**config.mk**
```make
export PLATFORM = sky130hd
export DESIGN_NAME = square_marker_id_decoder_unit
export DESIGN_NICKNAME = d
export VERILOG_FILES = /design/src/rtl/sqmd_pkg.sv /design/src/rtl/sqmd_row_dist.sv /design/src/rtl/sqmd_sum.sv /design/src/rtl/sqmd_select.sv /design/src/rtl/square_marker_id_decoder_unit.sv
export SDC_FILE = /design/constraint.sdc
export NUM_CORES = 1
export LEC_CHECK = 0
export BUFFER_PORTS_ARGS = -buffer_cell sky130_fd_sc_hd__buf_2
export CORE_MARGIN = 5
export CORE_UTILIZATION = 30
export CTS_CLUSTER_SIZE = 40
export DETAILED_ROUTE_END_ITERATION = 8
export GPL_TIMING_DRIVEN = 0
export HOLD_SLACK_MARGIN = 0.15
export PLACE_DENSITY = 0.56
export SYNTH_ARGS = -nofsm -noshare
export SYNTH_HDL_FRONTEND = slang
export SYNTH_SLANG_ARGS = --single-unit
```
**constraint.sdc**
```tcl
create_clock -name clk -period 7.8 [get_ports clk]
set_input_delay 0.39 -clock clk [delete_from_list [all_inputs] [get_ports clk]]
set_output_delay 0.39 -clock clk [all_outputs]
set_load 0.005 [all_outputs]
```
**src/rtl/sqmd_pkg.sv**
```systemverilog
package sqmd_pkg;

  // geometry of the marker grid
  localparam int GRID_SIDE   = 7;
  localparam int GRID_W      = GRID_SIDE * GRID_SIDE;
  localparam int INNER_SIDE  = 5;
  localparam int INNER_CELLS = INNER_SIDE * INNER_SIDE;
  localparam int NUM_ORIENT  = 4;
  localparam int NUM_CW      = 5;

  // field widths
  localparam int CW_W        = 5;
  localparam int ROW_DIST_W  = 3;
  localparam int DIST_W      = 5;
  localparam int ROT_W       = 2;
  localparam int ID_W        = 10;
  localparam int CFG_INDEX_W = 3;
  localparam int CFG_DATA_W  = CW_W;

  typedef logic [GRID_W-1:0]      grid_t;
  typedef logic [INNER_CELLS-1:0] inner_t;
  typedef logic [CW_W-1:0]        cw_t;
  typedef cw_t [NUM_CW-1:0]       cw_set_t;
  typedef logic [ROW_DIST_W-1:0]  row_dist_t;
  typedef row_dist_t [INNER_SIDE-1:0] orient_dist_t;
  typedef orient_dist_t [NUM_ORIENT-1:0] all_dist_t;
  typedef logic [DIST_W-1:0]      dist_t;
  typedef dist_t [NUM_ORIENT-1:0] all_sum_t;
  typedef logic [ROT_W-1:0]       rot_t;
  typedef logic [ID_W-1:0]        marker_id_t;
  typedef logic [CFG_INDEX_W-1:0] cfg_index_t;
  typedef logic [CFG_DATA_W-1:0]  cfg_data_t;

  // configuration register indexes
  localparam cfg_index_t CFG_CODEWORD_A = cfg_index_t'(0);
  localparam cfg_index_t CFG_CODEWORD_B = cfg_index_t'(1);
  localparam cfg_index_t CFG_CODEWORD_C = cfg_index_t'(2);
  localparam cfg_index_t CFG_CODEWORD_D = cfg_index_t'(3);
  localparam cfg_index_t CFG_CODEWORD_E = cfg_index_t'(4);

  // codeword reset values, bit 4 is column 0
  localparam cw_t CW_A_RESET = cw_t'(31);
  localparam cw_t CW_B_RESET = cw_t'(27);
  localparam cw_t CW_C_RESET = cw_t'(21);
  localparam cw_t CW_D_RESET = cw_t'(31);
  localparam cw_t CW_E_RESET = cw_t'(27);

  // row distances of all orientations, after the first stage
  typedef struct packed {
    logic      valid;
    logic      border_ok;
    inner_t    inner;
    all_dist_t dists;
  } row_stage_t;

  // summed distance per orientation, after the second stage
  typedef struct packed {
    logic     valid;
    logic     border_ok;
    inner_t   inner;
    all_sum_t total;
  } sum_stage_t;

  // any white cell on the outer ring
  function automatic logic border_white(input grid_t g);
    logic w;
    w = 1'b0;
    for (int r = 0; r < GRID_SIDE; r++) begin
      for (int c = 0; c < GRID_SIDE; c++) begin
        if (r == 0 || r == GRID_SIDE - 1 || c == 0 || c == GRID_SIDE - 1) begin
          w = w | g[GRID_SIDE * r + c];
        end
      end
    end
    return w;
  endfunction

  // inner 5x5 cells, bit 5*row+col
  function automatic inner_t inner_of(input grid_t g);
    inner_t m;
    for (int r = 0; r < INNER_SIDE; r++) begin
      for (int c = 0; c < INNER_SIDE; c++) begin
        m[INNER_SIDE * r + c] = g[GRID_SIDE * (r + 1) + c + 1];
      end
    end
    return m;
  endfunction

  // new(r,c) = old(4-c, r)
  function automatic inner_t quarter_turn(input inner_t m);
    inner_t d;
    for (int r = 0; r < INNER_SIDE; r++) begin
      for (int c = 0; c < INNER_SIDE; c++) begin
        d[INNER_SIDE * r + c] = m[INNER_SIDE * (INNER_SIDE - 1 - c) + r];
      end
    end
    return d;
  endfunction

  // grid turned k quarter turns
  function automatic inner_t orient_of(input inner_t m, input rot_t k);
    inner_t t;
    t = m;
    for (int i = 0; i < NUM_ORIENT - 1; i++) begin
      if (i < int'(k)) begin
        t = quarter_turn(t);
      end
    end
    return t;
  endfunction

  // row r packed with column 0 at the top bit
  function automatic cw_t row_of(input inner_t m, input int r);
    cw_t v;
    for (int c = 0; c < INNER_SIDE; c++) begin
      v[INNER_SIDE - 1 - c] = m[INNER_SIDE * r + c];
    end
    return v;
  endfunction

  function automatic row_dist_t pop5(input cw_t v);
    row_dist_t n;
    n = '0;
    for (int i = 0; i < CW_W; i++) begin
      n = n + row_dist_t'(v[i]);
    end
    return n;
  endfunction

  // smallest hamming distance of one row to the codewords
  function automatic row_dist_t row_min_dist(input cw_t row, input cw_set_t cw);
    row_dist_t best;
    row_dist_t d;
    best = row_dist_t'(CW_W);
    for (int p = 0; p < NUM_CW; p++) begin
      d = pop5(row ^ cw[p]);
      if (d < best) begin
        best = d;
      end
    end
    return best;
  endfunction

  // columns 1 and 3 of each row, top row most significant
  function automatic marker_id_t id_of(input inner_t m);
    marker_id_t id;
    for (int r = 0; r < INNER_SIDE; r++) begin
      id[ID_W - 1 - 2 * r] = m[INNER_SIDE * r + 1];
      id[ID_W - 2 - 2 * r] = m[INNER_SIDE * r + 3];
    end
    return id;
  endfunction

endpackage

```
**src/rtl/sqmd_row_dist.sv**
```systemverilog
module sqmd_row_dist (
  input  logic                 clk,
  input  logic                 rst,
  input  logic                 in_valid,
  input  sqmd_pkg::grid_t      cell_grid,
  input  sqmd_pkg::cw_set_t    cw,
  output sqmd_pkg::row_stage_t stage
);
  import sqmd_pkg::*;

  logic      valid;
  logic      border_ok;
  inner_t    inner;
  all_dist_t dists;
  inner_t    inner_in;
  inner_t    orient [NUM_ORIENT];
  all_dist_t dists_next;

  // four orientations and per-row distances
  always_comb begin
    inner_in = inner_of(cell_grid);
    for (int k = 0; k < NUM_ORIENT; k++) begin
      orient[k] = orient_of(inner_in, rot_t'(k));
      for (int r = 0; r < INNER_SIDE; r++) begin
        dists_next[k][r] = row_min_dist(row_of(orient[k], r), cw);
      end
    end
  end

  // item valid bit
  always_ff @(posedge clk) begin
    if (rst) begin
      valid <= 1'b0;
    end else begin
      valid <= in_valid;
    end
  end

  // stage payload
  always_ff @(posedge clk) begin
    border_ok <= ~border_white(cell_grid);
    inner     <= inner_in;
    dists     <= dists_next;
  end

  assign stage.valid     = valid;
  assign stage.border_ok = border_ok;
  assign stage.inner     = inner;
  assign stage.dists     = dists;

endmodule

```
**src/rtl/sqmd_sum.sv**
```systemverilog
module sqmd_sum (
  input  logic                 clk,
  input  logic                 rst,
  input  sqmd_pkg::row_stage_t in_stage,
  output sqmd_pkg::sum_stage_t stage
);
  import sqmd_pkg::*;

  logic     valid;
  logic     border_ok;
  inner_t   inner;
  all_sum_t total;
  all_sum_t total_next;

  // sum the five row distances of each orientation
  always_comb begin
    for (int k = 0; k < NUM_ORIENT; k++) begin
      total_next[k] = '0;
      for (int r = 0; r < INNER_SIDE; r++) begin
        total_next[k] = total_next[k] + dist_t'(in_stage.dists[k][r]);
      end
    end
  end

  // item valid bit
  always_ff @(posedge clk) begin
    if (rst) begin
      valid <= 1'b0;
    end else begin
      valid <= in_stage.valid;
    end
  end

  // stage payload
  always_ff @(posedge clk) begin
    border_ok <= in_stage.border_ok;
    inner     <= in_stage.inner;
    total     <= total_next;
  end

  assign stage.valid     = valid;
  assign stage.border_ok = border_ok;
  assign stage.inner     = inner;
  assign stage.total     = total;

endmodule

```
**src/rtl/sqmd_select.sv**
```systemverilog
module sqmd_select (
  input  logic                   clk,
  input  logic                   rst,
  input  sqmd_pkg::sum_stage_t   in_stage,
  output logic                   done,
  output logic                   border_ok,
  output logic                   found,
  output sqmd_pkg::marker_id_t   marker_id,
  output sqmd_pkg::rot_t         rotation,
  output sqmd_pkg::dist_t        best_distance
);
  import sqmd_pkg::*;

  dist_t      best_d;
  rot_t       best_k;
  logic       found_next;
  marker_id_t id_next;

  // first orientation with the smallest total wins
  always_comb begin
    best_d = in_stage.total[0];
    best_k = '0;
    for (int k = 1; k < NUM_ORIENT; k++) begin
      if (in_stage.total[k] < best_d) begin
        best_d = in_stage.total[k];
        best_k = rot_t'(k);
      end
    end
    found_next = in_stage.border_ok && (best_d == '0);
    id_next    = found_next ? id_of(orient_of(in_stage.inner, best_k)) : '0;
  end

  // result strobe
  always_ff @(posedge clk) begin
    if (rst) begin
      done <= 1'b0;
    end else begin
      done <= in_stage.valid;
    end
  end

  // result fields, all zero when the border is rejected
  always_ff @(posedge clk) begin
    border_ok     <= in_stage.border_ok;
    found         <= found_next;
    marker_id     <= id_next;
    rotation      <= in_stage.border_ok ? best_k : '0;
    best_distance <= in_stage.border_ok ? best_d : '0;
  end

endmodule

```
**src/rtl/square_marker_id_decoder_unit.sv**
```systemverilog
// Square marker id decoder: checks the black border of a 7x7 cell grid and
// matches the inner 5x5 cells, in four orientations, against five codeword
// rows held in configuration registers.
// Input: drive cell_grid and raise start for one cycle per item; an item is
// taken at every edge where start is high and busy is low. busy stays low,
// so a new item may be given in every cycle.
// Output: after an item passes the row-distance, sum and select registers,
// done is high for exactly one cycle with border_ok, found, marker_id,
// rotation and best_distance. The receiver takes the result in that cycle;
// it cannot hold it off. The pipeline has three register stages: row
// distances, per-orientation sums, then orientation select and id
// extraction. Throughput is one item per cycle.
// Configuration: cfg_write with cfg_index 0 to 4 writes codeword_a to
// codeword_e from cfg_data; other indexes are ignored. Write only while no
// item is in flight.
// Reset (rst, synchronous) clears the pipeline valid bits and returns the
// codewords to 31, 27, 21, 31, 27.
module square_marker_id_decoder_unit (
  input  logic                   clk,
  input  logic                   rst,
  input  logic                   start,
  output logic                   busy,
  input  sqmd_pkg::grid_t        cell_grid,
  input  logic                   cfg_write,
  input  sqmd_pkg::cfg_index_t   cfg_index,
  input  sqmd_pkg::cfg_data_t    cfg_data,
  output logic                   done,
  output logic                   border_ok,
  output logic                   found,
  output sqmd_pkg::marker_id_t   marker_id,
  output sqmd_pkg::rot_t         rotation,
  output sqmd_pkg::dist_t        best_distance
);
  import sqmd_pkg::*;

  cw_set_t    cw;
  row_stage_t row_stage;
  sum_stage_t sum_stage;

  // fully pipelined, never busy
  assign busy = 1'b0;

  // codeword registers
  always_ff @(posedge clk) begin
    if (rst) begin
      cw[0] <= CW_A_RESET;
      cw[1] <= CW_B_RESET;
      cw[2] <= CW_C_RESET;
      cw[3] <= CW_D_RESET;
      cw[4] <= CW_E_RESET;
    end else if (cfg_write) begin
      case (cfg_index)
        CFG_CODEWORD_A: cw[0] <= cw_t'(cfg_data);
        CFG_CODEWORD_B: cw[1] <= cw_t'(cfg_data);
        CFG_CODEWORD_C: cw[2] <= cw_t'(cfg_data);
        CFG_CODEWORD_D: cw[3] <= cw_t'(cfg_data);
        CFG_CODEWORD_E: cw[4] <= cw_t'(cfg_data);
        default: ;
      endcase
    end
  end

  sqmd_row_dist u_row_dist (
    .clk      (clk),
    .rst      (rst),
    .in_valid (start & ~busy),
    .cell_grid(cell_grid),
    .cw       (cw),
    .stage    (row_stage)
  );

  sqmd_sum u_sum (
    .clk     (clk),
    .rst     (rst),
    .in_stage(row_stage),
    .stage   (sum_stage)
  );

  sqmd_select u_select (
    .clk          (clk),
    .rst          (rst),
    .in_stage     (sum_stage),
    .done         (done),
    .border_ok    (border_ok),
    .found        (found),
    .marker_id    (marker_id),
    .rotation     (rotation),
    .best_distance(best_distance)
  );

endmodule
```
# Word level (Yosys, flattened, before mapping)
# Index checks and enable logic that the tools add are counted.
# word_totals
output_inout_bits	21
regBits	179
in_bits	61
# op_classes
n_eq_ne	4
magnitude_cmp	106
n_mux	109
reduce_logical	8
add_sub_neg	416
bitwise_logic	124
# op_table
operator	count
adder 3 x 1 -> 3 bit	300
bitwise XOR 5 bit	100
2-to-1 mux 3 bit	100
less-than comparator 3 bit	80
adder 1 x 1 -> 2 bit	100
adder 5 x 3 -> 5 bit	12
less-than comparator 3 bit, second input constant	20
2-to-1 mux 25 bit	2
2-to-1 mux 24 bit	1
OR 1 bit	23
adder 3 x 3 -> 4 bit	4
less-than comparator 5 bit	3
2-to-1 mux 5 bit	3
AND reduction 2 bit	5
== test 3 x 2 -> 1 bit, second input constant	2
logical NOT 5 bit	1
less-than comparator 1 x 2 -> 1 bit, first input constant	2
2-to-1 mux 2 bit	2
== test 3 x 1 -> 1 bit, second input constant	1
== test 3 bit, second input constant	1
logical NOT 3 bit	1
less-than comparator 2 bit, first input constant	1
logical AND 1 bit	1
2-to-1 mux 1 bit	1
NOT 1 bit	1

# Depth between registers and ports, before layout
# Gate-level depths: netlist of the first run.
# depth
depth_word	24
depth_mapped	31

# By module
# From an unflattened synthesis of the first run, not the netlist that was laid out.
# unflattened
cells_unflattened	2712
hier_area_um2	25114.1
# by_module_without_submodules
module	area_each_um2	n_inst	cells_each
sqmd_row_dist	20278.2	1	2251
sqmd_sum	2255.9	1	180
sqmd_select	1596.5	1	184
square_marker_id_decoder_unit	983.4	1	97

# Worst setup path after synthesis of the first run
# OpenSTA, ideal clock, no wires.
# synth_timing
kind	reg-to-reg
startpoint	register cw[1] (netlist bit)
endpoint	register u_row_dist.dists, in the netlist u_row_dist.stage[40]
arrival_ns	6.500
period_less_slack_ns	6.623
stages_incl_launch_ff	32
n_path_buf	2
setup_ns	0.123
path_slack_ns	1.177
path_cell_list	dfxtp_1 clkbuf_1 clkbuf_1 xor2_1 ha_1 xor2_1 ha_1 ha_1 inv_1 fa_1 nand2b_1 ha_1 nor2b_1 a311oi_1 mux2_2 ha_1 nor2_1 o21bai_1 a21boi_0 mux2_2 ha_1 nor2_1 nor2_1 nor2_1 a21oi_1 mux2_2 ha_1 or2_2 a21oi_1 a21oi_1 nor2_1 a21oi_1
# synth_lines
item	line_no	text
start: declaration	square_marker_id_decoder_unit.sv:36	cw_set_t cw;
end signal: assignment	sqmd_row_dist.sv:43	dists <= dists_next;
end: declaration	sqmd_row_dist.sv:14	all_dist_t dists;

==> impl_metrics.yaml, run 1 <==
outcome:
  status: "finished clean"
floorplanning:
  die_h_um: 303
  initial_core_util_pct: 30.3
  fp.dieW_um: 303
  dieArea_sq_um: 92000
  coreArea_sq_um: 85300
  fp-row-count: 107
  io_pins: 82
placed_design:
  hpwlAfterDp_mm: 59.4
  dp.cells: 4179
  numPortBuffers: 71
  gp_congestion: 0.874
  place_ws_ns: -0.291
sta:
  worst_slew_pin_slew_ns: 1.36
  fmax_mhz: 133
  rsz0062_at_grt: "no"
  timing.final.crit_share_pct: 96.3
  setup_slack_ns: 0.292
  fin_crit_ns: 7.51
  finalHoldViolations: 0
  drv_slew: 0
  maxSlewHeadroom_pct: 9.66
  finalSetupViolCount: 0
  fin_skew_ns: 0.0120
  holdWs_ns: 0.256
critical_path:
  critPathSlowestCell: "dlygate4sd3_1"
  slowest_delay_ns: 0.52
  cp_max_fo: 10
  worst_setup_path_start_kind: "primary input"
  cp_common_cell: "ha_1"
  ff2ff_path_depth: 29
  end_kind: "register"
  criticalPathCategory: "in2reg"
  arrival_ns: 7.83
  required_ns: 8.12
synthesis:
  synth_cells: 2964
  yosysWarnings: 0
  synth_nets: 3715
  synth_area_per_cell_sq_um: 8.71
  seq_area_frac_synth_pct: 12.5
  ys_types: 55
  ys_seq_elements: 161
  syn-cell-area_sq_um: 25800
clock_tree:
  cts_tree: "yes"
  clock-sinks: 161
  post_cts_buffers: 0
  path_clk_slew_ns: 0.07
  cts_root_buf: "clkbuf_16"
  cts_max_path_buffers: 2
  cts_buffers: 17
  clkLatencyLatePin_ns: 0.48
  cts_max_level: 4
power:
  cellLeakagePower_uw: 0.0135
  vdd_drop_max_mv: 0.244
  powerDensity_nw_per_um2: 407
global_route:
  grt_max_degree: 18
  first_global_vias: 19100
  globalRouteTotalUtil_pct: 15.8
  grt_pass1_wl_mm: 109
  antenna_found_initial: 7
  grt_remaining_overflow: 0
finish:
  drive_gt1_share_pct: 7.81
  area_growth_pct: 10.2
  fin_nets: 3823
  instances_no_fill: 4235
run:
  cap_viol_max_count: 0
drt:
  wire_per_inst_um: 17.1
  route.detailed.drc: 0
  vias: 19500
  drt-initial-drc-count: 1072
  drt_pre_antenna_iters: 6
  wl_mm: 72.3
  routed_via_density: 4.60
  antenna_left: 0
hold_path:
  holdPathStages: 3
  holdCritPathClass: "in2reg"
-- cells in the final DEF (no fill, tap or decap), types with 8 or more instances in the layout --
cell type and count:
xor2_1 362, xnor2_1 44, mux2_2 67, nor2_1 198, o32a_1 33, o21bai_1 49, fa_1 208, clkbuf_16 17
or3_1 8, nand2_1 63, a21oi_1 148, nor4_1 9, nor3_1 70, o21ai_0 29, a21o_1 15, a21boi_0 13
clkbuf_2 21, a31oi_1 15, nor2b_1 85, nand2b_1 42, ha_1 482, a22oi_1 14, dfxtp_1 158, a311oi_1 20
o211ai_1 9, nand3_1 18, inv_1 586, mux2i_1 20, or2_2 22, a211o_1 15, buf_2 76, dlygate4sd3_1 26
clkbuf_1 75, a31oi_2 9
-- path summary, 6_finish.rpt --
kind / end / slack, ns / startpoint
hold reg to reg: u_sum.inner[9]$_DFF_P_ / 0.33 / u_row_dist.inner[9]$_DFF_P_
hold / removal: cw[5]$_SDFFE_PP1P_ / 0.26 / rst
setup / recovery: u_row_dist.stage[34]$_DFF_P_ / 0.29 / cell_grid[29]
setup reg to reg: u_row_dist.stage[49]$_DFF_P_ / 0.39 / cw[6]$_SDFFE_PP1P_
-- cell type report --
type | instances | area [sq um]
Antenna cell | 6 | 15.0
Buffer | 109 | 463
Clock buffer | 18 | 429
Clock inverter | 14 | 141
Fill cell | 8957 | 56800
Inverter | 586 | 2200
Multi-Input combinational cell | 2100 | 19900
Sequential cell | 161 | 3230
Tap cell | 1144 | 1430
Timing Repair Buffer | 97 | 616
-- power breakdown --
part | switching, uW | leakage [uW] | internal [uW]
Sequential | 169 | 0.00134 | 1150
Combinational | 5280 | 0.0119 | 4140
Clock | 399 | 0.000282 | 424
-- registers in the layout, indices dropped and copies added, names as in the netlist --
name                    flops
u_sum.valid                 1
u_row_dist.inner           16
u_sum.border_ok             1
u_select.found              1
u_select.done               1
u_row_dist.valid            1
u_select.marker_id         10
u_row_dist.border_ok        1
u_select.border_ok          1
u_select.rotation           2
u_sum.inner                16
cw                         25
u_select.best_distance      5
u_row_dist.stage           60
u_sum.stage                20
-- metal layers --
metal | up-vias | wire length, um | GRT usage [%]
li1 | 9721 | - | -
met1 | 9180 | 33300 | 20.9
met2 | 456 | 32600 | 26.2
met3 | 103 | 3740 | 2.38
met4 | 4 | 2680 | 5.67
met5 | - | 23 | 0
-- cells by family after synthesis --
| kind of cell | Yosys count | share of synthesized area [%] |
|---|---|---|
| AO/OA/AOI/OAI | 393 | 10.5 |
| flip-flops | 161 | 12.5 |
| XOR/XNOR | 406 | 13.8 |
| adder cells (fa/ha/maj) | 690 | 39.5 |
| other | 1 | 0.0145 |
| buffers and inverters | 703 | 10.3 |
| AND/OR/NAND/NOR | 523 | 9.75 |
| multiplexers | 87 | 3.70 |
-- worst max-delay path: cells and delay by family --
family | cells | cell delay [ns]
mux | 3 | 1.17
xor+xnor | 2 | 0.57
compound gates | 7 | 1.46
simple gates | 7 | 0.81
buf+inv | 4 | 1.17
fa+ha+maj | 8 | 2.22
-- what timing repair did --
action	CTS	global route
cloned	0	0
gates resized for setup	4	57
setup endpoints to repair	22	36
endpoints found under the hold margin	23	0
hold buffers	26	0
-- synth_stat cells (all sizes together) --
cell type    n  share of area [%]
inv        586                8.5
ha         482                 23
xor2       362                 12
fa         208                 16
nor2       198                2.9
dfxtp      161                 12
a21oi      151                3.0
clkbuf     103                1.5
nor2b       85                2.1
nor3        70                1.4
mux2        67                2.9
nand2       64               0.94
o21bai      49                1.4
xnor2       44                1.5
nand2b      42                1.0
o32a        33                1.3
o21ai       30               0.60
a31oi       24               0.80
or2         22               0.53
a311oi      20               0.68
mux2i       20               0.78
nand3       18               0.35
a211o       15               0.51
a21o        15               0.44
a22oi       14               0.41
buf         14               0.28
a21boi      13               0.38
nor4         9               0.22
o211ai       9               0.26
or3          8               0.19
a2111oi      6               0.23
a211oi       4               0.16
nand4        3              0.073
o21a         3              0.087
and4         2              0.068
o31ai        2              0.078
conb         1              0.015
nand3b       1              0.029
o2111ai      1              0.034
o211a        1              0.039
o22a         1              0.034
o31a         1              0.034
o41a         1              0.044
or2b         1              0.029
-- metrics by stage --
step	cell area [sq um]	total power, uW	TNS, ns	utilization (%)
after global routing	28400	13000	0	33.4
after floorplan	25800	8560	0	-
after global placement	27600	10600	-3.36	32.4
after CTS	28400	11600	0	33.4
after detailed placement	27600	10700	-3.81	32.4
final	28500	11600	0	33.4
(Power assumes the default switching activity.)
==> run 2, diff against run 1 <==
- ABC_AREA: default -> 1
- PLACE_DENSITY: 0.56 -> default
- PLACE_DENSITY_LB_ADDON: default -> 0.2
==> run 2 against run 1 <==
- largest cell class unchanged
- setup slack better by 0.21 ns
- wire length grew 6.9%
- utilization down 0.14 points
- the run now ends with capacitance limit left
- clock skew is 0.0098 ns higher
- clock-buffer cell count increased by 1
- critical path type is now reg2reg
- register-to-register slack gained 0.11 ns
==> impl_metrics.yaml, run 2 <==
clock_tree:
  path_clk_slew_ns: 0.07
  clock-sinks: 161
  clkLatencyLatePin_ns: 0.48
  cts_max_path_buffers: 2
  cts_max_level: 4
  cts_buffers: 17
  cts_root_buf: "clkbuf_16"
  cts_tree: "yes"
  post_cts_buffers: 0
floorplanning:
  initial_core_util_pct: 30.3
  fp.dieW_um: 306
  fp-row-count: 108
  dieArea_sq_um: 93700
  coreArea_sq_um: 86900
  die_h_um: 306
  io_pins: 82
global_route:
  gr-max-usage-layer: "met2"
  use_met3_pct: 3.20
  grt_pass1_wl_mm: 117
  grt_max_degree: 17
  antenna_found_initial: 3
  grtUsageMet1_pct: 21.9
  use_met2_pct: 27.7
  first_global_vias: 19900
  globalRouteTotalUtil_pct: 16.6
  grt_remaining_overflow: 0
power:
  power_frac_comb_pct: 83.1
  pwr-share-seq_pct: 10.2
  p_sw_share_pct: 56.9
  p_sw_uw: 6980
  power_frac_clock_pct: 6.7
  vdd_drop_max_mv: 0.232
  cell_internal_pwr_uw: 5290
  cellLeakagePower_uw: 0.0159
  powerDensity_nw_per_um2: 425
sta:
  rsz0062_at_grt: "no"
  drv_slew: 0
  finalHoldViolations: 0
  setup_tns_ns: 0
  timing.final.crit_share_pct: 93.6
  fin_crit_ns: 7.30
  holdWs_ns: 0.245
  maxSlewHeadroom_pct: 0.610
  worst_slew_pin_slew_ns: 1.49
  fin_skew_ns: 0.0218
  finalSetupViolCount: 0
  fmax_mhz: 137
synthesis:
  syn-cell-area_sq_um: 26300
  ys_async_sr_fraction_pct: 0
  synth_cells: 3500
  yosysWarnings: 0
  synth.most_common_cell: "inv_1"
  synth_area_per_cell_sq_um: 7.51
  synth_top_flop_cell: "dfxtp_1"
  synth_area_leader_cell: "ha_1"
  ys_seq_elements: 161
  synth_top_area_share_pct: 22.9
  synthTopCellsByArea: "ha_1 (23%), fa_1 (16%), inv_1 (13%)"
  synth_edf_count: 0
  synth_common_cells: "inv_1 (940), nand2_1 (587), ha_1 (482)"
  ys_types: 37
  synth_nets: 4251
  seq_area_frac_synth_pct: 12.3
critical_path:
  ff2ff_path_depth: 35
  critPathSlowestCell: "clkbuf_1"
  cp_common_cell: "nand2_1"
  arrival_ns: 7.65
  criticalPathCategory: "reg2reg"
  required_ns: 8.16
  worst_setup_path_start_kind: "register"
  end_kind: "register"
  slowest_delay_ns: 0.97
  cp_max_fo: 10
outcome:
  violations: "capacitance limit"
  status: "complete, but fails checks"
finish:
  fin_nets: 4361
  nFillCells: 9430
  largest_register_ffs: 60
  final_cell_mix: "inv_1 (940), nand2_1 (587), ha_1 (482)"
  drive_gt1_share_pct: 4.00
  seq_area_sq_um: 3220
  multiInputGateArea_sq_um: 19100
  final_common_cell: "inv_1"
  area_growth_pct: 9.82
drt:
  route.detailed.drc: 0
  wl_mm: 77.3
  routed_via_density: 4.24
  antenna_left: 0
  drt_pre_antenna_iters: 5
  vias: 20200
  drt-initial-drc-count: 1054
  wire_per_inst_um: 16.2
hold_path:
  holdCritPathClass: "in2reg"
  holdPathStages: 3
placed_design:
  gp_congestion: 0.854
  numPortBuffers: 71
  hpwlAfterDp_mm: 63.9
run:
  cap_viol_max_count: 1
==> run 2: cell types whose count changed in the layout (fill, tap and decap cells not counted), moves of 67 or more <==
| cell | change |
|---|---|
| nand2_1 | +524 |
| mux2_2 | -67 |
| nor3_1 | -67 |
| nor2_1 | -109 |
| inv_1 | +354 |
| nor2b_1 | -85 |
| nand3_1 | +226 |
==> run 2: timing repair <==
item / 4_1_cts / 5_1_grt
setup endpoints to repair: 0 / 14
gates resized for setup: 0 / 22
hold buffers: 22 / 0
hold endpoints to repair: 20 / 0
==> run 2: path summary, 6_finish.rpt <==
| check | start | endpoint | slack (ns) |
|---|---|---|---|
| setup / recovery | cw[6]$_SDFFE_PP1P_ | u_row_dist.stage[40]$_DFF_P_ | 0.50 |
| hold / removal | cfg_data[0] | cw[5]$_SDFFE_PP1P_ | 0.25 |
| setup reg to reg | cw[6]$_SDFFE_PP1P_ | u_row_dist.stage[40]$_DFF_P_ | 0.50 |
| hold reg to reg | u_row_dist.inner[6]$_DFF_P_ | u_sum.inner[6]$_DFF_P_ | 0.33 |
==> run 2: cell families after synthesis <==
logic type	count (synthesis)	share of synthesized area, %
adders and majority gates	690	38.8
DFF	161	12.3
buffers and inverters	1060	15.3
other	1	0.0143
xor gates and xnor gates	396	13.2
AOI/OAI and AO/OA	232	5.09
and+or+nand+nor	960	15.4
==> run 2: metal layers <==
metal | part of all wire [%] | wire length (um)
met5 | 0.016 | 12
met4 | 2.8 | 2200
met3 | 4.9 | 3760
met2 | 45 | 35000
met1 | 47 | 36300
==> run 2: through the flow <==
stage	setup slack, ns	instance area, sq um	utilization, %	std cells	power [uW]
final	0.502	28900	33.2	4779	12300
after global routing	0.00118	28900	33.2	4777	14200
after CTS	0.317	28900	33.2	4779	12400
after detailed placement	0.384	28100	32.3	4726	11500
after global placement	0.434	28100	32.3	4726	11400
after floorplan	2.20	26300	-	3500	9070
==> run 2: final cells by class <==
class | count | area share (%)
sequential | 161 | 11.2
tap | 1155 | 5.01
clock buffer | 19 | 1.53
clock inverter | 12 | 0.342
buffer | 116 | 1.69
multi-input combinational | 2279 | 66.0
antenna | 2 | 0.0173
inverter | 942 | 12.2
timing repair buffer | 93 | 1.99
==> run 2: power by group through the flow <==
| stage | sequential, uW | clock (uW) | combinational, uW |
|---|---|---|---|
| after floorplan | 1220 | 0 | 7850 |
| after global placement | 1280 | 0 | 10200 |
| after detailed placement | 1280 | 0 | 10200 |
| after CTS | 1260 | 850 | 10300 |
| after global routing | 1280 | 886 | 12100 |
| final | 1260 | 823 | 10200 |
==> run 2: critical path: cells and delay by family, from the launching register on <==
kind            cells  cell delay [ns]
xor+xnor            1             0.31
buf+inv            10             2.06
fa+ha+maj           8             2.51
compound gates      5             1.16
flops               1             0.32
simple gates       11             0.82
